<file path="config.mk">
export PLATFORM = sky130hd
export DESIGN_NAME = risk_cell_classifier
export DESIGN_NICKNAME = d
export VERILOG_FILES = /design/src/hdl/rcc_pkg.sv /design/src/hdl/rcc_classify.sv /design/src/hdl/rcc_totals.sv /design/src/hdl/risk_cell_classifier.sv
export VERILOG_INCLUDE_DIRS = /design/src /design/src/hdl
export SDC_FILE = /design/constraint.sdc
export NUM_CORES = 2
export LEC_CHECK = 0
export BUFFER_PORTS_ARGS = -buffer_cell sky130_fd_sc_hd__buf_2
export CAP_MARGIN = 20
export CORE_MARGIN = 4
export CORE_UTILIZATION = 45
export CTS_CLUSTER_SIZE = 16
export DETAILED_ROUTE_END_ITERATION = 10
export HOLD_SLACK_MARGIN = 0.1
export PLACE_DENSITY_LB_ADDON = 0.1
export SLEW_MARGIN = 20
export SYNTH_ARGS = -nofsm -noshare
export SYNTH_HDL_FRONTEND = slang
export SYNTH_SLANG_ARGS = --single-unit
export TNS_END_PERCENT = 100
</file>
<file path="constraint.sdc">
create_clock -name clk -period 26.5 [get_ports clk]
set_clock_uncertainty 0.15 [all_clocks]
set_input_delay 3.975 -clock clk [delete_from_list [all_inputs] [get_ports clk]]
set_output_delay 3.975 -clock clk [all_outputs]
set_load 0.03 [all_outputs]
</file>
<file path="src/hdl/assert_macros.svh">
// assertion macros shared by the rtl of the risk cell classifier
// expects a clock named clk and an active-low reset named arst_n in scope
`ifndef ASSERT_MACROS_SVH
`define ASSERT_MACROS_SVH

// checked on every clock edge outside reset
`define RCC_ASSERT(label, prop, msg) \
	label: assert property (@(posedge clk) disable iff (!arst_n) prop) else $error(msg);

// checked on every clock edge, reset included
`define RCC_ASSERT_ALWAYS(label, prop, msg) \
	label: assert property (@(posedge clk) prop) else $error(msg);

`endif

</file>
<file path="src/hdl/rcc_pkg.sv">
// shared types and constants of the risk cell classifier
// no dependencies
package rcc_pkg;

	typedef logic [1:0] status_t;
	typedef logic [1:0] rule_t;
	typedef logic [1:0] reg_index_t;

	// cell status codes
	localparam status_t STATUS_LOW   = 2'd0;
	localparam status_t STATUS_HIGH  = 2'd1;
	localparam status_t STATUS_TIE   = 2'd2;
	localparam status_t STATUS_EMPTY = 2'd3;

	// tie and empty cell rule codes, any other code means unclassified or skip
	localparam rule_t RULE_LOW  = 2'd0;
	localparam rule_t RULE_HIGH = 2'd1;

	// configuration register indexes
	localparam reg_index_t REG_THRESHOLD  = 2'd0;
	localparam reg_index_t REG_TIE_RULE   = 2'd1;
	localparam reg_index_t REG_EMPTY_RULE = 2'd2;

	localparam int THRESHOLD_BITS = 32;
	localparam int FRAC_BITS      = 16;
	localparam int CFG_DATA_BITS  = 32;
	localparam int RULE_BITS      = 2;

	localparam logic [THRESHOLD_BITS-1:0] THRESHOLD_RESET = 32'h0001_0000;
	localparam rule_t TIE_RULE_RESET   = 2'd2;
	localparam rule_t EMPTY_RULE_RESET = 2'd2;

	// decision for one cell, passed from classification to the totals
	typedef struct packed {
		status_t status;
		logic    add_high;
		logic    add_low;
	} class_t;

endpackage

</file>
<file path="src/hdl/rcc_classify.sv">
// ratio test of one cell against the q16.16 threshold, plus tie and empty rules
// depends on rcc_pkg
module rcc_classify #(
	parameter int COUNT_BITS = 20
) (
	input  logic [rcc_pkg::THRESHOLD_BITS-1:0] threshold,
	input  rcc_pkg::rule_t                     tie_rule,
	input  rcc_pkg::rule_t                     empty_rule,
	input  logic [COUNT_BITS-1:0]              train_unaffected,
	input  logic [COUNT_BITS-1:0]              train_affected,
	output rcc_pkg::class_t                    cls
);
	import rcc_pkg::*;

	localparam int PROD_BITS = THRESHOLD_BITS + COUNT_BITS;

	logic [PROD_BITS-1:0] lhs;
	logic [PROD_BITS-1:0] rhs;
	logic                 empty_cell;

	// affected * 2^16 against threshold * unaffected, exact
	assign lhs = PROD_BITS'(train_affected) << FRAC_BITS;
	assign rhs = PROD_BITS'(threshold) * PROD_BITS'(train_unaffected);
	assign empty_cell = (train_unaffected == '0) && (train_affected == '0);

	always_comb begin
		cls = '0;
		if (empty_cell) begin
			cls.status   = STATUS_EMPTY;
			cls.add_high = (empty_rule == RULE_HIGH);
			cls.add_low  = (empty_rule == RULE_LOW);
		end else begin
			if (train_unaffected == '0 || lhs > rhs) begin
				cls.status = STATUS_HIGH;
			end else if (lhs < rhs) begin
				cls.status = STATUS_LOW;
			end else begin
				case (tie_rule)
					RULE_LOW:  cls.status = STATUS_LOW;
					RULE_HIGH: cls.status = STATUS_HIGH;
					default:   cls.status = STATUS_TIE;
				endcase
			end
			cls.add_high = (cls.status == STATUS_HIGH);
			cls.add_low  = (cls.status == STATUS_LOW);
		end
	end

endmodule

</file>
<file path="src/hdl/rcc_totals.sv">
// four saturating running totals and their output registers
// depends on rcc_pkg
module rcc_totals #(
	parameter int COUNT_BITS = 20,
	parameter int TOTAL_BITS = 32
) (
	input  logic                  clk,
	input  logic                  arst_n,
	input  logic                  load,
	input  rcc_pkg::class_t       cls,
	input  logic [COUNT_BITS-1:0] test_unaffected,
	input  logic [COUNT_BITS-1:0] test_affected,
	input  logic                  last,
	output logic [TOTAL_BITS-1:0] class_high_total,
	output logic [TOTAL_BITS-1:0] misclass_high_total,
	output logic [TOTAL_BITS-1:0] class_low_total,
	output logic [TOTAL_BITS-1:0] misclass_low_total
);
	import rcc_pkg::*;

	localparam int SUM_BITS = ((TOTAL_BITS > COUNT_BITS) ? TOTAL_BITS : COUNT_BITS) + 1;
	localparam logic [TOTAL_BITS-1:0] TOTAL_MAX = {TOTAL_BITS{1'b1}};

	logic [TOTAL_BITS-1:0] ch_acc_q, mh_acc_q, cl_acc_q, ml_acc_q;
	logic [TOTAL_BITS-1:0] ch_next, mh_next, cl_next, ml_next;
	logic [TOTAL_BITS-1:0] ch_out_q, mh_out_q, cl_out_q, ml_out_q;

	function automatic logic [TOTAL_BITS-1:0] sat_add(
		input logic [TOTAL_BITS-1:0] acc,
		input logic [COUNT_BITS-1:0] val
	);
		logic [SUM_BITS-1:0] s;
		s = SUM_BITS'(acc) + SUM_BITS'(val);
		if (s > SUM_BITS'(TOTAL_MAX)) begin
			return TOTAL_MAX;
		end
		return s[TOTAL_BITS-1:0];
	endfunction

	always_comb begin
		ch_next = cls.add_high ? sat_add(ch_acc_q, test_affected)   : ch_acc_q;
		mh_next = cls.add_high ? sat_add(mh_acc_q, test_unaffected) : mh_acc_q;
		cl_next = cls.add_low  ? sat_add(cl_acc_q, test_unaffected) : cl_acc_q;
		ml_next = cls.add_low  ? sat_add(ml_acc_q, test_affected)   : ml_acc_q;
	end

	// the result shows totals with this cell, the state clears after the last one
	always_ff @(posedge clk or negedge arst_n) begin
		if (!arst_n) begin
			ch_acc_q <= '0;
			mh_acc_q <= '0;
			cl_acc_q <= '0;
			ml_acc_q <= '0;
		end else if (load) begin
			ch_acc_q <= last ? '0 : ch_next;
			mh_acc_q <= last ? '0 : mh_next;
			cl_acc_q <= last ? '0 : cl_next;
			ml_acc_q <= last ? '0 : ml_next;
		end
	end

	always_ff @(posedge clk) begin
		if (load) begin
			ch_out_q <= ch_next;
			mh_out_q <= mh_next;
			cl_out_q <= cl_next;
			ml_out_q <= ml_next;
		end
	end

	assign class_high_total    = ch_out_q;
	assign misclass_high_total = mh_out_q;
	assign class_low_total     = cl_out_q;
	assign misclass_low_total  = ml_out_q;

endmodule

</file>
<file path="src/hdl/risk_cell_classifier.sv">
// risk cell classifier top level: input register, classification stage, totals
// depends on rcc_pkg, rcc_classify, rcc_totals and assert_macros.svh
//
// One transaction on the input channel (in_valid/in_ready) carries one model
// cell: its index, training and testing counts and the last_cell mark. Each
// cell gives exactly one transaction on the output channel (out_valid/
// out_ready) with the echoed id, the cell status and the four running totals
// as they stand after that cell; final_result repeats last_cell, and the
// totals restart from zero with the following cell.
// The block takes one cell every cycle as long as the receiver does not stall:
// input register, a stage holding the single threshold multiply and compare,
// then the totals adders feeding the output register. When the receiver
// stalls, the output holds and the two inner stages keep filling, so in_ready
// falls only once all three stages are full.
// The configuration port (cfg_wr_en, cfg_index, cfg_data) writes the
// threshold, tie rule and empty cell rule; write it only while the block is
// empty. Reset sets the threshold to 1.0, both rules to their third code,
// clears the running totals (not the output registers) and empties the pipeline.
module risk_cell_classifier #(
	parameter int COUNT_BITS      = 20,
	parameter int TOTAL_BITS      = 32,
	parameter int CELL_INDEX_BITS = 16
) (
	input  logic                                 clk,
	input  logic                                 arst_n,
	input  logic                                 cfg_wr_en,
	input  rcc_pkg::reg_index_t                  cfg_index,
	input  logic [rcc_pkg::CFG_DATA_BITS-1:0]    cfg_data,
	input  logic                                 in_valid,
	output logic                                 in_ready,
	input  logic [CELL_INDEX_BITS-1:0]           cell_index,
	input  logic [COUNT_BITS-1:0]                train_unaffected,
	input  logic [COUNT_BITS-1:0]                train_affected,
	input  logic [COUNT_BITS-1:0]                test_unaffected,
	input  logic [COUNT_BITS-1:0]                test_affected,
	input  logic                                 last_cell,
	output logic                                 out_valid,
	input  logic                                 out_ready,
	output logic [CELL_INDEX_BITS-1:0]           cell_id,
	output rcc_pkg::status_t                     risk_status,
	output logic [TOTAL_BITS-1:0]                class_high_total,
	output logic [TOTAL_BITS-1:0]                misclass_high_total,
	output logic [TOTAL_BITS-1:0]                class_low_total,
	output logic [TOTAL_BITS-1:0]                misclass_low_total,
	output logic                                 final_result
);
	import rcc_pkg::*;

	`include "assert_macros.svh"

	logic [THRESHOLD_BITS-1:0] threshold_q;
	rule_t                     tie_rule_q;
	rule_t                     empty_rule_q;

	logic                       v_s1, v_s2, out_valid_q;
	logic                       in_accept, adv_s2, adv_out;

	logic [CELL_INDEX_BITS-1:0] id_s1;
	logic [COUNT_BITS-1:0]      tr_u_s1, tr_a_s1, te_u_s1, te_a_s1;
	logic                       last_s1;

	class_t                     cls;
	class_t                     cls_s2;
	logic [CELL_INDEX_BITS-1:0] id_s2;
	logic [COUNT_BITS-1:0]      te_u_s2, te_a_s2;
	logic                       last_s2;

	logic [CELL_INDEX_BITS-1:0] cell_id_q;
	status_t                    status_q;
	logic                       final_q;

	// configuration registers, unknown indexes are dropped
	always_ff @(posedge clk or negedge arst_n) begin
		if (!arst_n) begin
			threshold_q  <= THRESHOLD_RESET;
			tie_rule_q   <= TIE_RULE_RESET;
			empty_rule_q <= EMPTY_RULE_RESET;
		end else if (cfg_wr_en) begin
			case (cfg_index)
				REG_THRESHOLD:  threshold_q  <= cfg_data[THRESHOLD_BITS-1:0];
				REG_TIE_RULE:   tie_rule_q   <= cfg_data[RULE_BITS-1:0];
				REG_EMPTY_RULE: empty_rule_q <= cfg_data[RULE_BITS-1:0];
				default: ;
			endcase
		end
	end

	// each stage moves when the one after it is empty or moving
	assign adv_out   = v_s2 && (!out_valid_q || out_ready);
	assign adv_s2    = v_s1 && (!v_s2 || adv_out);
	assign in_ready  = !v_s1 || adv_s2;
	assign in_accept = in_valid && in_ready;

	always_ff @(posedge clk or negedge arst_n) begin
		if (!arst_n) begin
			v_s1        <= 1'b0;
			v_s2        <= 1'b0;
			out_valid_q <= 1'b0;
		end else begin
			if (in_accept) begin
				v_s1 <= 1'b1;
			end else if (adv_s2) begin
				v_s1 <= 1'b0;
			end
			if (adv_s2) begin
				v_s2 <= 1'b1;
			end else if (adv_out) begin
				v_s2 <= 1'b0;
			end
			if (adv_out) begin
				out_valid_q <= 1'b1;
			end else if (out_ready) begin
				out_valid_q <= 1'b0;
			end
		end
	end

	always_ff @(posedge clk) begin
		if (in_accept) begin
			id_s1   <= cell_index;
			tr_u_s1 <= train_unaffected;
			tr_a_s1 <= train_affected;
			te_u_s1 <= test_unaffected;
			te_a_s1 <= test_affected;
			last_s1 <= last_cell;
		end
	end

	rcc_classify #(
		.COUNT_BITS(COUNT_BITS)
	) u_classify (
		.threshold       (threshold_q),
		.tie_rule        (tie_rule_q),
		.empty_rule      (empty_rule_q),
		.train_unaffected(tr_u_s1),
		.train_affected  (tr_a_s1),
		.cls             (cls)
	);

	always_ff @(posedge clk) begin
		if (adv_s2) begin
			cls_s2  <= cls;
			id_s2   <= id_s1;
			te_u_s2 <= te_u_s1;
			te_a_s2 <= te_a_s1;
			last_s2 <= last_s1;
		end
	end

	rcc_totals #(
		.COUNT_BITS(COUNT_BITS),
		.TOTAL_BITS(TOTAL_BITS)
	) u_totals (
		.clk                (clk),
		.arst_n             (arst_n),
		.load               (adv_out),
		.cls                (cls_s2),
		.test_unaffected    (te_u_s2),
		.test_affected      (te_a_s2),
		.last               (last_s2),
		.class_high_total   (class_high_total),
		.misclass_high_total(misclass_high_total),
		.class_low_total    (class_low_total),
		.misclass_low_total (misclass_low_total)
	);

	always_ff @(posedge clk) begin
		if (adv_out) begin
			cell_id_q <= id_s2;
			status_q  <= cls_s2.status;
			final_q   <= last_s2;
		end
	end

	assign out_valid    = out_valid_q;
	assign cell_id      = cell_id_q;
	assign risk_status  = status_q;
	assign final_result = final_q;

	`RCC_ASSERT(a_full_blocks_input, (v_s1 && v_s2 && out_valid_q && !out_ready) |-> !in_ready, "input taken with every stage full and output stalled")
	`RCC_ASSERT(a_no_phantom_result, (!v_s2 && (!out_valid_q || out_ready)) |=> !out_valid_q, "result shown without a cell in the classification stage")
	`RCC_ASSERT(a_single_class, v_s2 |-> !(cls_s2.add_high && cls_s2.add_low) && !((cls_s2.status == STATUS_TIE) && (cls_s2.add_high || cls_s2.add_low)), "cell counted in both classes or a tie counted")
	`RCC_ASSERT_ALWAYS(a_reset_empty, !arst_n |-> !out_valid && !v_s1 && !v_s2, "pipeline not empty in reset")

endmodule
</file>
==> metrics.md <==
| Metric | Value |
|---|---|
| Element type at the critical path end | flop |
| Status | completed |
| Critical path data required time | 26,860 ps |
| First-pass GRT wire length | 200.1 mm |
| CP max-delay cell | dfrtp_1 |
| Post-synthesis cell area | 44,150 µm² |
| Post-DRT Antenna Nets | 0 |
| Hold WS | 257.5 ps |
| FP Rows | 114 |
| Crit path time final | 10,710 ps |
| Top cell type's share of synthesized area | 24.49% |
| Layout cells sized above 1 | 11.79% |
| Ports | 285 |
| Setup Fix Bufs, Post-CTS | 0 |
| Tcrit/Tclk final | 40.43% |
| Reg clk slew, reported paths | 60 ps |
| DRC | 0 |
| DIE HEIGHT | 321.2 µm |
| Syn-to-layout area delta | 10.56% |
| Root Driver | clkbuf_16 |
| Post_cts resized | 0 |
| Fin. Hold Viols | 0 |
| RSZ-0062 raised after global routing | false |
| DR vias/cell | 5.525 |
| Routed len/inst | 21.65 µm |
| TNS Setup | 0 ps |
| Crit path top cell by count | fa_1 |
| Number of distinct library cells after synthesis | 100 |
| Main synth FF type | edfxtp_1 |
| Ys Warns | 0 |
| Syn nets | 5,356 |
| Yosys top cell by area | fa_1 |
| Max_cap viols | 0 |
| Htree depth | 2 |
| Max incr delay on CP | 950 ps |
| Vias in the first global route | 33,658 |
| Clock Sink Count | 472 |
| Critical Path Source Type | flop |
| Mean post-synth cell area | 9.993 µm² |
| FMAX | 0.09333 GHz |
| Worst EP arrival | 11,070 ps |
| Total track usage | 25.05% |
| DP HPWL | 95.35 mm |
| Final setup vio count | 0 |
| Gr ovfl total | 0 |
| Port Buffer Count | 284 |
| Syn Inst Count | 4,418 |
| Post-synthesis register bit count | 472 |
| GR Util met3 | 2.699% |
| CTS tree | done |
| Asr flop ratio synth | 35.38% |
| DRT iter0 DRCs | 2,287 |
| Worst Tran Pin Value | 1043 ps |
| Via count of the routed design | 32,721 |
| Seq/Total Area, Yosys | 30.22% |
| Met2 GRT Util | 44.06% |
| Die Width | 321.2 µm |
| Worst hold path type | flop to flop |
| Post-synth top cells | inv_1, fa_1, nand2_1 |
| CP Class | flop to flop |
| Critical path peak fanout | 21 |
| Routability cong. | 0.9103 |
| Number of synthesized flops with an enable pin | 305 |
| Most common cell in the synthesized netlist | inv_1 |
| Total Nets Final | 5,529 |
| CTS Hold Bufs | 0 |
| Worst-Skew Late Latency | 660 ps |
| Initial Util | 45.52% |
| Bufs on Longest Clock Path | 3 |
| Relative slew slack | 30.43% |
| Post-Route WL | 128.2 mm |
| Largest net degree at the start of global routing | 81 |
| Synth top area cells | fa_1, edfxtp_1, dfrtp_1, ha_1, inv_1 |
| Max-slew violations | 0 |
| Die Area | 103,200 µm² |
| Met1 usage | 32.49% |
| Drt pass-1 iters | 5 |
| Total core area | 96,990 µm² |
| Most used routing layer in global routing | met2 |
| Antenna violations before repair | 11 |
| Inserted Clock Buffers | 56 |
## layout make-up
type	count	area, µm²
sequential	472	13340
antenna	7	17.52
clock buffer	67	1473
inverter	627	2361
fill	9070	48180
tap	1276	1597
timing repair buffer	351	1933
clock inverter	39	544.3
multi-input combinational	3083	27540
## per-stage QoR
step,worst slack (ps),instance area [µm²],instances,util [%]
2_1_floorplan,17000,44150,4418,-
3_3_place_gp,16040,46780,5809,48.23
3_5_place_dp,15960,46780,5809,48.23
4_1_cts,15900,48790,5915,50.31
5_1_grt,15180,48810,5920,50.32
6_report,15790,48810,5922,50.32
## kinds of logic (layout without fill, tap and decap cells)
family                     after synthesis  after routing  synth area share, %
AOI/OAI and AO/OA                      741            741                11.48
muxes                                   49             49                1.236
buffers and inverters                  863           1084                7.456
DFF                                    472            472                30.22
other                                    0              7                    0
xor gates and xnor gates               116            116                2.301
and+or+nand+nor                       1375           1375                15.40
adders and majority gates              802            802                31.91
## metal layers
| layer | part of all wire, % | wire, µm | vias to the layer above |
|---|---|---|---|
| li1 | - | - | 14995 |
| met2 | 50 | 64630 | 917 |
| met5 | 0.0062 | 8 | - |
| met3 | 4.9 | 6256 | 222 |
| met1 | 41 | 52930 | 16585 |
| met4 | 3.4 | 4380 | 2 |
## state kept, by name, summed over array words and instances, names as in the netlist, 2 cells and up
signal and cells:
te_a_s1 20, u_totals.ch_acc_q 32, tr_u_s1 20, u_totals.misclass_high_total 32, cls_s2 4, cell_id 16
te_a_s2 20, tr_a_s1 20, risk_status 2, id_s1 16, id_s2 16, u_totals.class_low_total 32
u_totals.cl_acc_q 32, te_u_s1 20, tie_rule_q 2, u_totals.mh_acc_q 32, te_u_s2 20, empty_rule_q 2
u_totals.ml_acc_q 32, u_totals.misclass_low_total 32, u_totals.class_high_total 32, threshold_q 32
## critical path, delay by kind of cell, from the launching register on
kind / cells / cell delay (ps)
AOI/OAI and AO/OA: 5 / 1590
xor gates and xnor gates: 1 / 190
adders and majority gates: 9 / 4450
buffers and inverters: 6 / 320
DFF: 1 / 950
and+or+nand+nor: 10 / 2870
## worst paths after layout
path	from	cells after the start	slack (ps)	to
max	threshold_q[9]	31	15790	cls_s2[3]
min	te_a_s1[16]	0	260	te_a_s2[16]
max reg2reg	threshold_q[9]	31	15790	cls_s2[3]
min reg2reg	te_a_s1[16]	0	260	te_a_s2[16]
max in group asynchronous	arst_n	2	21640	threshold_q[21]
min in group asynchronous	arst_n	1	3120	u_totals.cl_acc_q[1]
## placed cells by master, fill, tap and decap left out, types with 14 or more instances in the layout
cell type and instances:
inv_1 626, fa_1 540, nand2_1 511, and2_1 328
edfxtp_1 305, buf_2 283, ha_1 262, nor2_1 216
a21oi_1 203, dfrtp_1 164, o21ai_0 97, a21o_1 70
xnor2_1 70, buf_4 67, a31oi_1 61, clkbuf_16 56
nand3_1 54, a22o_1 51, xor2_1 46, and3_1 44
nor3_1 42, mux2_2 41, nand4_1 35, o21a_1 29
nand2b_1 25, nor4_1 23, nor2b_1 21, a211oi_1 21
a31o_2 21, o22a_1 19, o211ai_1 15, or3_1 14
Power is not shown: default switching activity piles up to over one toggle a cycle in this logic, so the estimate is an artifact.
